[config.mk]
export PLATFORM = sky130hd
export DESIGN_NAME = psf_cell
export DESIGN_NICKNAME = d
export VERILOG_FILES = /design/src/rtl/core/pareto_strength_fitness_macros.svh /design/src/rtl/core/psf_pkg.sv /design/src/rtl/core/psf_cell.sv
export SDC_FILE = /design/constraint.sdc
export NUM_CORES = 1
export LEC_CHECK = 0
export BUFFER_PORTS_ARGS = -buffer_cell sky130_fd_sc_hd__buf_2
export CAP_MARGIN = 40
export CORE_ASPECT_RATIO = 0.6
export CORE_MARGIN = 1
export CORE_UTILIZATION = 40
export DETAILED_ROUTE_END_ITERATION = 8
export PLACE_DENSITY = 0.66
export REMOVE_ABC_BUFFERS = 1
export SLEW_MARGIN = 10
export SYNTH_ARGS = -nofsm -noshare
export SYNTH_HDL_FRONTEND = slang
export SYNTH_SLANG_ARGS = --single-unit
export TNS_END_PERCENT = 20
[constraint.sdc]
create_clock -name clock -period 4.6 [get_ports clock]
set_input_delay 0.69 -clock clock [delete_from_list [all_inputs] [get_ports clock]]
set_output_delay 0.69 -clock clock [all_outputs]
set_load 0.01 [all_outputs]
[src/rtl/core/pareto_strength_fitness_macros.svh]
`ifndef PARETO_STRENGTH_FITNESS_MACROS_SVH
`define PARETO_STRENGTH_FITNESS_MACROS_SVH

// Property that must hold at every edge outside reset.
`define PSF_ASSERT(name, clk, rst, prop, msg) \
   name: assert property (@(posedge clk) disable iff (rst) (prop)) \
      else $error(msg);

// Antecedent in one cycle implies consequent in the next.
`define PSF_ASSERT_NEXT(name, clk, rst, ante, cons, msg) \
   name: assert property (@(posedge clk) disable iff (rst) (ante) |=> (cons)) \
      else $error(msg);

`endif

[src/rtl/core/psf_pkg.sv]
package psf_pkg;

   localparam int POP_MAX   = 64;
   localparam int OBJ_MAX   = 4;
   localparam int OBJ_BITS  = 17;
   localparam int IN_FIELDS = 4;

   localparam int IDX_BITS  = $clog2(POP_MAX);
   localparam int CNT_BITS  = $clog2(POP_MAX + 1);
   localparam int STR_BITS  = $clog2(POP_MAX);
   localparam int FIT_BITS  = 12;
   localparam int OCNT_BITS = 3;

   typedef logic [OBJ_MAX-1:0][OBJ_BITS-1:0] obj_vec_type;

   typedef struct packed {
      logic                valid;
      obj_vec_type         obj;
      logic [STR_BITS-1:0] strength;
   } trav_type;

   typedef struct packed {
      logic load;
      logic own_valid;
      logic rank_start;
      logic rank_step;
      logic sum_start;
      logic sum_step;
      logic shift;
   } cell_ctrl_type;

   typedef enum logic [1:0] {
      ST_LOAD,
      ST_RANK,
      ST_SUM,
      ST_EMIT
   } state_type;

endpackage

[src/rtl/core/psf_cell.sv]
module psf_cell (
   input  logic                          clock,
   input  psf_pkg::cell_ctrl_type        ctrl,
   input  logic [psf_pkg::OCNT_BITS-1:0] used,
   input  psf_pkg::obj_vec_type          load_obj,
   input  psf_pkg::trav_type             trav_in,
   output psf_pkg::trav_type             trav_out,
   input  logic [psf_pkg::FIT_BITS-1:0]  fit_in,
   output logic [psf_pkg::FIT_BITS-1:0]  fit_out
);
   import psf_pkg::*;

   obj_vec_type         own_obj_ff;
   trav_type            trav_ff;
   logic [STR_BITS-1:0] strength_ff;
   logic [FIT_BITS-1:0] fitness_ff;
   obj_vec_type         cmp_a;
   obj_vec_type         cmp_b;
   logic                beats;

   function automatic logic dominates(obj_vec_type a, obj_vec_type b,
                                      logic [OCNT_BITS-1:0] n_used);
      logic le;
      logic ne;
      le = 1'b1;
      ne = 1'b0;
      for (int k = 0; k < OBJ_MAX; k++) begin
         if (OCNT_BITS'(k) < n_used) begin
            if (a[k] > b[k]) le = 1'b0;
            if (a[k] != b[k]) ne = 1'b1;
         end
      end
      return le && ne;
   endfunction

   // rank pass: own against passing; sum pass: passing against own
   always_comb begin
      cmp_a = ctrl.sum_step ? trav_ff.obj : own_obj_ff;
      cmp_b = ctrl.sum_step ? own_obj_ff : trav_ff.obj;
      beats = trav_ff.valid && dominates(cmp_a, cmp_b, used);
   end

   always_ff @(posedge clock) begin
      if (ctrl.load) begin
         own_obj_ff <= load_obj;
      end
      if (ctrl.rank_start || ctrl.sum_start) begin
         trav_ff.valid    <= ctrl.own_valid;
         trav_ff.obj      <= own_obj_ff;
         trav_ff.strength <= strength_ff;
      end else if (ctrl.rank_step || ctrl.sum_step) begin
         trav_ff <= trav_in;
      end
      if (ctrl.rank_start) begin
         strength_ff <= '0;
      end else if (ctrl.rank_step && beats) begin
         strength_ff <= strength_ff + STR_BITS'(1);
      end
      if (ctrl.sum_start) begin
         fitness_ff <= '0;
      end else if (ctrl.sum_step && beats) begin
         fitness_ff <= fitness_ff + FIT_BITS'(trav_ff.strength);
      end else if (ctrl.shift) begin
         fitness_ff <= fit_in;
      end
   end

   assign trav_out = trav_ff;
   assign fit_out  = fitness_ff;

endmodule

==> impl_metrics.env, run 1 <==
export IMPL_status="completed"
export IMPL_worstSetupStartpointType="input port"
export IMPL_synth_seq_cells=161
export IMPL_die_h_microns=120.9
export IMPL_finalClockSkew_ns=0.008278
export IMPL_async_reset_ff_share_pct=0
export IMPL_grt_pass1_vias=6451
export IMPL_drtAntennaViolNets=0
export IMPL_yosysWarnings=0
export IMPL_wire_per_inst_microns=17.61
export IMPL_final_cell_mix="buf_2, mux2_2, edfxtp_1"
export IMPL_cts_buffers_inserted=17
export IMPL_initial_utilization_pct=40.81
export IMPL_slew_headroom_pct=46.93
export IMPL_hold_buffers=0
export IMPL_synth_largest_area_cell="edfxtp_1"
export IMPL_post_cts_resized=0
export IMPL_stdcell_count=1283
export IMPL_fp_row_count=43
export IMPL_avgViaCountPerCell=5.176
export IMPL_power_density_nw_per_um2=350.7
export IMPL_cts_max_path_buffers=2
export IMPL_core_sq_um=23080
export IMPL_synthDistinctLibCells=60
export IMPL_finalHoldViolCount=0
export IMPL_area_growth_pct=23.74
export IMPL_portBuffers=252
export IMPL_setup_worst_path_class="input port to flop"
export IMPL_dieWidth_microns=200.1
export IMPL_reg2reg_slack_ns=1.20
export IMPL_cts_setup_buffers=0
export IMPL_insertion_delay_ns=0.44
export IMPL_die_area_sq_um=24190
export IMPL_worst_path_max_fanout=50
export IMPL_cap_violations=0
export IMPL_grt_pass1_wl_microns=35470
export IMPL_route_detailed_drc=0
export IMPL_grt_use_total_pct=19.20
export IMPL_period_minus_slack_ns=3.917
export IMPL_max_stage_delay_ns=0.49
export IMPL_globalplace_congestion=0.8345
export IMPL_io_pins=253
export IMPL_filler_cell_count=2053
export IMPL_setup_ws_ns=0.6835
export IMPL_synth_top_flop_cell="edfxtp_1"
export IMPL_avgSynthCellArea_sq_um=13.48
export IMPL_pre_cts_slack_ns=0.09439
export IMPL_required_ns=4.93
export IMPL_slowest_stage="a41oi_2"
export IMPL_dpl_cell_area_sq_um=11110
export IMPL_mostFrequentLayoutCell="buf_2"
export IMPL_fin_tns_setup_ns=0
export IMPL_ys_seq_area_share_pct=49.42
export IMPL_synth_edf_count=143
export IMPL_timing_fmax_ghz=0.2553
export IMPL_dp_final_hpwl_microns=16850
export IMPL_clkTransAtPathRegs_ns=0.07
export IMPL_design_area_sq_um=11650
export IMPL_synth_top_area_share_pct=45.59
export IMPL_wirelength_microns=22600
export IMPL_vias=6641
export IMPL_cp_cell_sequence="buf_6 > buf_12 > mux2_2 > ha_1 > and4_1 > nand4_1 > o31a_1 > nor3_1 > a21oi_1 > a41oi_2 > a311oi_1 > a2111oi_1"
export IMPL_synth_area_top_cells="edfxtp_1, mux2_2, ha_1, mux2i_1, dfxtp_1"
export IMPL_worst_slew_pin_slew_ns=0.7942
export IMPL_htreeDepth=4
export IMPL_cts_sinks=161
export IMPL_drtPass1Iterations=4
export IMPL_nNetsFinal=1195
export IMPL_cts_root_buf="clkbuf_16"
export IMPL_drv_slew=0
export IMPL_critPathArrivalTime_ns=4.24
export IMPL_p_leak_nw=5.061
export IMPL_endpoint_kind="flop"
export IMPL_grt_overflow=0
export IMPL_cts_tree="done"
export IMPL_grt_max_degree=54
export IMPL_final_setup_viol_count=0
export IMPL_synthCells=699
export IMPL_rsz0062_at_grt="no"
export IMPL_drive_above_1_share_pct=47.16
export IMPL_syn_area_sq_um=9419
export IMPL_placed_cells=1250
export IMPL_ir_drop_mv=0.2460
export IMPL_antenna_found_initial=2
export IMPL_hold_class="input port to flop"
export IMPL_postLayoutCoreUtil_pct=50.50
export IMPL_drtIter0Drc=297
export IMPL_finalCritPeriodShare_pct=85.14
-- path summary, 6_finish.rpt --
kind / from / end / cells past startpoint
setup / recovery: ctrl[1] / fit_out[7] / 12
hold / removal: load_obj[12] / own_obj_ff[12] / 1
setup reg to reg: trav_out[12] / strength_ff[4] / 10
hold reg to reg: fit_out[10] / fit_out[10] / 1
-- per-layer routing --
layer  track usage (%)  part of all wire [%]  routed length (microns)  vias up
li1                  -                     -                        -     3253
met1             28.02                    51                    11500     3164
met2             27.13                    41                     9360      200
met3             5.344                   6.3                     1425       22
met4             6.298                   1.3                      296        2
met5                 0                 0.053                       12        -
-- flip-flops by register name, indices dropped and copies added (netlist names) --
| register | cells |
|---|---|
| own_obj_ff | 68 |
| strength_ff | 6 |
| fit_out | 12 |
| trav_out | 75 |
-- synth_stat cells (2+ instances only) --
master / instances
buf_4: 3
clkbuf_1: 21
nand2b_1: 5
nor2_1: 22
a31oi_1: 3
nand4_1: 14
ha_1: 74
buf_1: 4
a2111oi_1: 2
nor3_1: 7
and4_1: 4
nor2b_1: 7
a21o_1: 8
nand3_1: 11
edfxtp_1: 143
and2_2: 2
inv_1: 14
a21oi_1: 27
o21a_1: 2
dfxtp_1: 18
nor4_1: 3
a21o_2: 2
a311oi_1: 3
xnor2_1: 5
and3_1: 5
a211oi_1: 8
mux2i_1: 74
a31o_2: 4
o21ai_0: 11
mux2_2: 144
nand2_1: 17
nor3b_1: 2
and2_1: 2
o211a_1: 2
-- kinds of logic after synthesis --
kind of cell | after synthesis | synth area share [%]
AND/OR/NAND/NOR | 107 | 6.124
flip-flops | 161 | 49.42
adder cells (fa/ha/maj) | 75 | 10.04
AO/OA/AOI/OAI | 88 | 6.802
buffers and inverters | 44 | 1.953
XOR/XNOR | 5 | 0.4649
multiplexers | 219 | 25.20
-- stage by stage --
step | power, W | hold WS, ns
after floorplan | 0.002410 | 0.4978
after global placement | 0.002756 | 0.5175
after detailed placement | 0.002776 | 0.5249
after CTS | 0.004129 | 0.3894
after global routing | 0.004294 | 0.3947
final | 0.004087 | 0.4213
-- cell type report --
type,count,area [sq um],area share [%]
Clock buffer,23,489.2,4.198
Timing Repair Buffer,266,1413,12.12
Multi-Input combinational cell,494,4596,39.43
Tap cell,315,394.1,3.382
Clock inverter,9,53.80,0.4616
Antenna cell,1,2.502,0.02147
Sequential cell,161,4654,39.94
Inverter,14,52.55,0.4509
-- report_power, final --
part           leakage, nW  internal [W]  total (W)  switching, W
combinational         3.18      0.000438   0.000877      0.000438
sequential            1.61       0.00175    0.00187      0.000113
clock                0.277      0.000749    0.00134      0.000596
-- critical path: cells and delay by family --
kind / cells / cell delay [ns]
and+or+nand+nor: 3 / 0.71
adders and majority gates: 1 / 0.31
buffers and inverters: 2 / 0.58
muxes: 1 / 0.38
AOI/OAI and AO/OA: 5 / 1.52
Power figures use the tool's default switching activity.
==> run 2, diff against run 1 <==
- CORE_UTILIZATION: 40 -> 48
- PLACE_DENSITY: 0.66 -> 0.77
==> run 2 against run 1 <==
  * Sequential power barely moved
  * Utilization is 11 points higher
  * Clock-buffer cell count up 2
  * Largest power group unchanged
  * Die area fell by 16%
  * Global-route usage is 3.3 points higher
  * First-iteration DRC count grew 18%
  * Fmax is 1.5% lower
  * Critical path depth unchanged
  * Routed wire length decreased by 1.5%
  * Combinational power about the same
  * Register-to-register slack hardly changed
  * Clock power is 16% higher
==> impl_metrics.env, run 2 (synthesis results as in run 1) <==
export IMPL_post_cts_resized=0
export IMPL_grt_pass1_vias=6467
export IMPL_slew_headroom_pct=63.89
export IMPL_insertion_delay_ns=0.44
export IMPL_crit_start="ctrl[1]"
export IMPL_ir_drop_mv=0.2631
export IMPL_setup_worst_path_class="input port to flop"
export IMPL_setup_ws_ns=0.6236
export IMPL_required_ns=4.92
export IMPL_reg2reg_depth=10
export IMPL_hold_buffers=0
export IMPL_power_density_nw_per_um2=367.0
export IMPL_crit_family="compound AO/OA/AOI/OAI gates"
export IMPL_clkTransAtPathRegs_ns=0.06
export IMPL_pre_cts_slack_ns=0.06391
export IMPL_worst_slew_pin_slew_ns=0.5412
export IMPL_drtAntennaViolNets=0
export IMPL_drive_above_1_share_pct=46.69
export IMPL_fp_row_count=39
export IMPL_initial_utilization_pct=49.24
export IMPL_antenna_found_initial=0
export IMPL_core_sq_um=19130
export IMPL_final_setup_viol_count=0
export IMPL_grt_overflow=0
export IMPL_finalHoldViolCount=0
export IMPL_stdcell_count=1232
export IMPL_antennaDiodeCount=0
export IMPL_r2r_start="trav_out[68]"
export IMPL_cts_buffers_inserted=17
export IMPL_timing_fmax_ghz=0.2515
export IMPL_vias=6656
export IMPL_final_cell_mix="buf_2, mux2_2, edfxtp_1"
export IMPL_drtPass1Iterations=5
export IMPL_drtIter0Drc=351
export IMPL_globalplace_congestion=0.8758
export IMPL_cts_max_path_buffers=2
export IMPL_portBuffers=252
export IMPL_cts_sinks=161
export IMPL_finalCritPeriodShare_pct=86.44
export IMPL_avgViaCountPerCell=5.403
export IMPL_die_h_microns=110.5
export IMPL_mostFrequentLayoutCell="buf_2"
export IMPL_placed_cells=1200
export IMPL_drv_slew=0
export IMPL_critPathArrivalTime_ns=4.30
export IMPL_rsz0062_at_grt="no"
export IMPL_slowest_stage="a41oi_2"
export IMPL_nNetsFinal=1194
export IMPL_cts_setup_buffers=0
export IMPL_htreeDepth=4
export IMPL_max_stage_delay_ns=0.47
export IMPL_cp_buffers_inverters=2
export IMPL_worst_path_max_fanout=47
export IMPL_dieWidth_microns=182.8
export IMPL_largest_reg_flops=75
export IMPL_fin_tns_setup_ns=0
export IMPL_status="completed"
export IMPL_path_depth=12
export IMPL_filler_cell_count=1507
export IMPL_cp_cell_sequence="buf_6 > buf_12 > mux2_2 > ha_1 > and4_1 > nand4_1 > o31a_1 > nor3_1 > a21oi_1 > a41oi_2 > a311oi_1 > a2111oi_1"
export IMPL_cts_root_buf="clkbuf_16"
export IMPL_cts_tree="done"
export IMPL_wirelength_microns=22260
export IMPL_period_minus_slack_ns=3.976
export IMPL_r2r_end="fit_out[7]"
export IMPL_endpoint_kind="flop"
export IMPL_postLayoutCoreUtil_pct=61.28
export IMPL_grt_use_total_pct=22.54
export IMPL_p_leak_nw=5.108
export IMPL_reg2reg_slack_ns=1.19
export IMPL_dp_final_hpwl_microns=16430
export IMPL_io_pins=253
export IMPL_worstSetupStartpointType="input port"
export IMPL_finalClockSkew_ns=0.01065
export IMPL_grt_max_degree=59
export IMPL_die_area_sq_um=20210
export IMPL_cap_violations=0
export IMPL_route_detailed_drc=0
export IMPL_wire_per_inst_microns=18.07
export IMPL_hold_class="input port to flop"
export IMPL_area_growth_pct=24.46
export IMPL_grt_pass1_wl_microns=34630
export IMPL_endpoint="fit_out[7]"
[run 2: cell types whose count changed in the layout (fill, tap and decap cells not counted), moves of 3 or more]
| cell | delta |
|---|---|
| buf_16 | +3 |
| buf_4 | -3 |
| bufinv_16 | +5 |
| clkbuf_1 | +3 |
| clkinv_2 | -3 |
| inv_4 | -4 |
[run 2: report_power, final]
part	internal, W	switching (W)	total [W]
Clock	0.000990	0.000560	0.00155
Sequential	0.00175	0.000118	0.00187
Combinational	0.000443	0.000438	0.000880
[run 2: layout make-up]
class | instances | area [sq um] | share of cell area [%]
Sequential cell | 161 | 4654 | 39.71
Multi-Input combinational cell | 494 | 4596 | 39.20
Timing Repair Buffer | 265 | 1453 | 12.39
Inverter | 14 | 52.55 | 0.4483
Tap cell | 266 | 332.8 | 2.839
Clock inverter | 7 | 158.9 | 1.356
Clock buffer | 25 | 475.5 | 4.056
[run 2: worst min path at each step]
stage | start | end | cells after the start
after global routing | load_obj[2] | own_obj_ff[2] | 1
after detailed placement | fit_out[10] | fit_out[10] | 1
after CTS | load_obj[36] | own_obj_ff[36] | 1
after global placement | fit_out[10] | fit_out[10] | 1
after floorplan | strength_ff[1] | strength_ff[1] | 2
final | load_obj[36] | own_obj_ff[36] | 1
[run 2: worst register-to-register path: stages, from the launching register on]
cell	delay (ns)
edfxtp_1	0.43
mux2_2	0.29
ha_1	0.32
and4_1	0.22
nand4_1	0.15
o31a_1	0.36
nor3_1	0.35
a21oi_1	0.23
a41oi_2	0.47
a311oi_1	0.10
a2111oi_1	0.37
[run 2: routing by layer]
layer / GRT usage, % / vias up / part of all wire [%]
met3: 6.036 / 15 / 7.5
met2: 32.90 / 246 / 42
met5: 0 / - / 0
li1: - / 3261 / -
met1: 33.12 / 3134 / 50
met4: 5.444 / 0 / 0.92
[run 2: stage by stage]
step | power, W | hold slack (ns) | instance area (sq um)
2_1_floorplan | 0.002410 | 0.4978 | 9288
3_3_place_gp | 0.002745 | 0.5097 | 11010
3_5_place_dp | 0.002773 | 0.5204 | 11090
4_1_cts | 0.004329 | 0.4111 | 11720
5_1_grt | 0.004506 | 0.4067 | 11720
6_report | 0.004302 | 0.4281 | 11720
==> run 3, diff against run 2 <==
- REMOVE_ABC_BUFFERS: 1 -> default
==> run 3 against run 2 <==
  * Setup slack better by 0.029 ns
  * Hold slack better by 0.0039 ns
  * Sequential share of layout area up 0.20 points
  * Flip-flop and latch count unchanged
  * Clock power down 9.7%
  * Routed wire length up 2.3%
  * Cell count up 0.16%
  * Non-clock buffer count up 2
  * Sequential power about the same
  * Register-to-register slack worse by 0.04 ns
  * Critical path type unchanged
  * Fmax up 0.74%
==> impl_metrics.env, run 3 (synthesis results as in run 1) <==
export IMPL_required_ns=4.91
export IMPL_r2r_start="own_obj_ff[65]"
export IMPL_worst_slew_pin_slew_ns=0.6269
export IMPL_area_growth_pct=23.84
export IMPL_rsz0062_at_grt="no"
export IMPL_cts_setup_buffers=0
export IMPL_wirelength_microns=22760
export IMPL_cts_sinks=161
export IMPL_critPathArrivalTime_ns=4.26
export IMPL_cts_buffers_inserted=17
export IMPL_insertion_delay_ns=0.43
export IMPL_core_sq_um=19130
export IMPL_io_pins=253
export IMPL_reg2reg_slack_ns=1.15
export IMPL_worst_path_max_fanout=35
export IMPL_fin_tns_setup_ns=0
export IMPL_avgViaCountPerCell=5.470
export IMPL_p_leak_nw=5.077
export IMPL_netSwitchingFraction_pct=27.22
export IMPL_hold_end="own_obj_ff[63]"
export IMPL_status="completed"
export IMPL_timing_hold_ws_ns=0.4320
export IMPL_grt_pass1_vias=6584
export IMPL_die_h_microns=110.5
export IMPL_fp_row_count=39
export IMPL_finalHoldViolCount=0
export IMPL_drtIter0Drc=376
export IMPL_cts_tree="done"
export IMPL_initial_utilization_pct=49.24
export IMPL_hold_buffers=0
export IMPL_finalClockSkew_ns=0.007549
export IMPL_timing_fmax_ghz=0.2534
export IMPL_period_minus_slack_ns=3.947
export IMPL_comb_power_share_pct=21.3
export IMPL_ir_drop_mv=0.2459
export IMPL_largest_reg_flops=75
export IMPL_seq_power_share_pct=45.1
export IMPL_endpoint_kind="flop"
export IMPL_final_cell_mix="buf_2, mux2_2, edfxtp_1"
export IMPL_route_detailed_drc=0
export IMPL_die_area_sq_um=20210
export IMPL_post_cts_resized=0
export IMPL_hold_depth=1
export IMPL_slowest_stage="and4_1"
export IMPL_drive_above_1_share_pct=47.00
export IMPL_r2r_end="strength_ff[4]"
export IMPL_dp_final_hpwl_microns=17030
export IMPL_drtAntennaViolNets=0
export IMPL_drv_slew=0
export IMPL_power_w=0.004154
export IMPL_drtPass1Iterations=4
export IMPL_dieWidth_microns=182.8
export IMPL_cap_violations=0
export IMPL_vias=6750
export IMPL_filler_cell_count=1547
export IMPL_reg2reg_depth=10
export IMPL_grt_pass1_wl_microns=34620
export IMPL_cp_cell_sequence="buf_6 > buf_12 > mux2_2 > ha_1 > nand3_1 > nor3_1 > a31oi_1 > o2bb2ai_1 > a31oi_2 > and4_1 > nand4_1 > mux2_1"
export IMPL_seq_area_sq_um=4654
export IMPL_setup_worst_path_class="input port to flop"
export IMPL_design_area_sq_um=11660
export IMPL_portBuffers=252
export IMPL_worstSetupStartpointType="input port"
export IMPL_max_stage_delay_ns=0.53
export IMPL_clockPowerShare_pct=33.6
export IMPL_grt_use_total_pct=22.68
export IMPL_wire_per_inst_microns=18.44
export IMPL_multi_input_area_sq_um=4596
export IMPL_hold_class="input port to flop"
export IMPL_grt_overflow=0
export IMPL_finalCritPeriodShare_pct=85.81
export IMPL_slew_headroom_pct=58.21
export IMPL_mostFrequentLayoutCell="buf_2"
export IMPL_cts_max_path_buffers=2
export IMPL_grt_max_degree=52
export IMPL_antennaDiodeCount=0
export IMPL_internal_power_w=0.003023
export IMPL_nNetsFinal=1196
export IMPL_synth_nets=940
export IMPL_dpl_cell_area_sq_um=11090
export IMPL_final_setup_viol_count=0
export IMPL_cts_root_buf="clkbuf_16"
export IMPL_clkTransAtPathRegs_ns=0.07
export IMPL_antenna_found_initial=0
export IMPL_htreeDepth=4
export IMPL_hold_start="load_obj[63]"
export IMPL_power_density_nw_per_um2=356.1
export IMPL_globalplace_congestion=0.8535
export IMPL_p_sw_w=0.001131
==> run 3: cell count changes in the layout (fill, tap and decap cells not counted), sizes merged <==
cell,previous run,this run
clkinvlp,0,3
clkbuf,25,23
bufinv,5,2
buf,265,267
clkinv,2,4
==> run 3: critical path: cells and delay by family <==
| family | cells | cell delay (ns) |
|---|---|---|
| adders and majority gates | 1 | 0.29 |
| muxes | 2 | 0.69 |
| AOI/OAI and AO/OA | 3 | 0.77 |
| and+or+nand+nor | 4 | 1.20 |
| buffers and inverters | 2 | 0.57 |
==> run 3: layer usage <==
layer | wire length (microns) | global-route usage, % | vias up
li1 | - | - | 3271
met5 | 0 | 0 | -
met4 | 346 | 7.278 | 0
met3 | 1537 | 5.277 | 26
met2 | 9793 | 33.74 | 228
met1 | 11080 | 32.59 | 3225
==> run 3: area by class of cell <==
type	instances	area share [%]
Sequential cell	161	39.90
Multi-Input combinational cell	494	39.40
Timing Repair Buffer	267	12.45
Clock buffer	23	4.012
Tap cell	266	2.853
Clock inverter	9	0.9332
Inverter	14	0.4505
==> run 3: power groups by stage <==
stage          Combinational, W  Clock [W]  Sequential (W)
2_1_floorplan          0.000534          0         0.00190
3_3_place_gp           0.000855          0         0.00190
3_5_place_dp           0.000881          0         0.00190
4_1_cts                0.000889    0.00143         0.00187
5_1_grt                0.000984    0.00148         0.00189
6_report               0.000885    0.00140         0.00187
==> run 3: metrics by stage <==
step / worst slack, ns / util [%] / cells
after floorplan: 0.2843 / - / 699
after global placement: 0.4133 / 57.72 / 1200
after detailed placement: 0.2917 / 57.97 / 1202
after CTS: 0.7452 / 60.98 / 1234
after global routing: 0.4598 / 60.98 / 1234
final: 0.6530 / 60.98 / 1234
==> run 3: worst max path at each step <==
stage	end	startpoint	depth (start not counted)	slack [ns]
final	strength_ff[4]	ctrl[1]	12	0.65
after global routing	strength_ff[4]	ctrl[1]	12	0.46
after CTS	strength_ff[4]	ctrl[1]	12	0.75
after detailed placement	strength_ff[4]	ctrl[1]	12	0.29
after global placement	fit_out[7]	ctrl[1]	12	0.41
after floorplan	strength_ff[4]	ctrl[1]	14	0.28
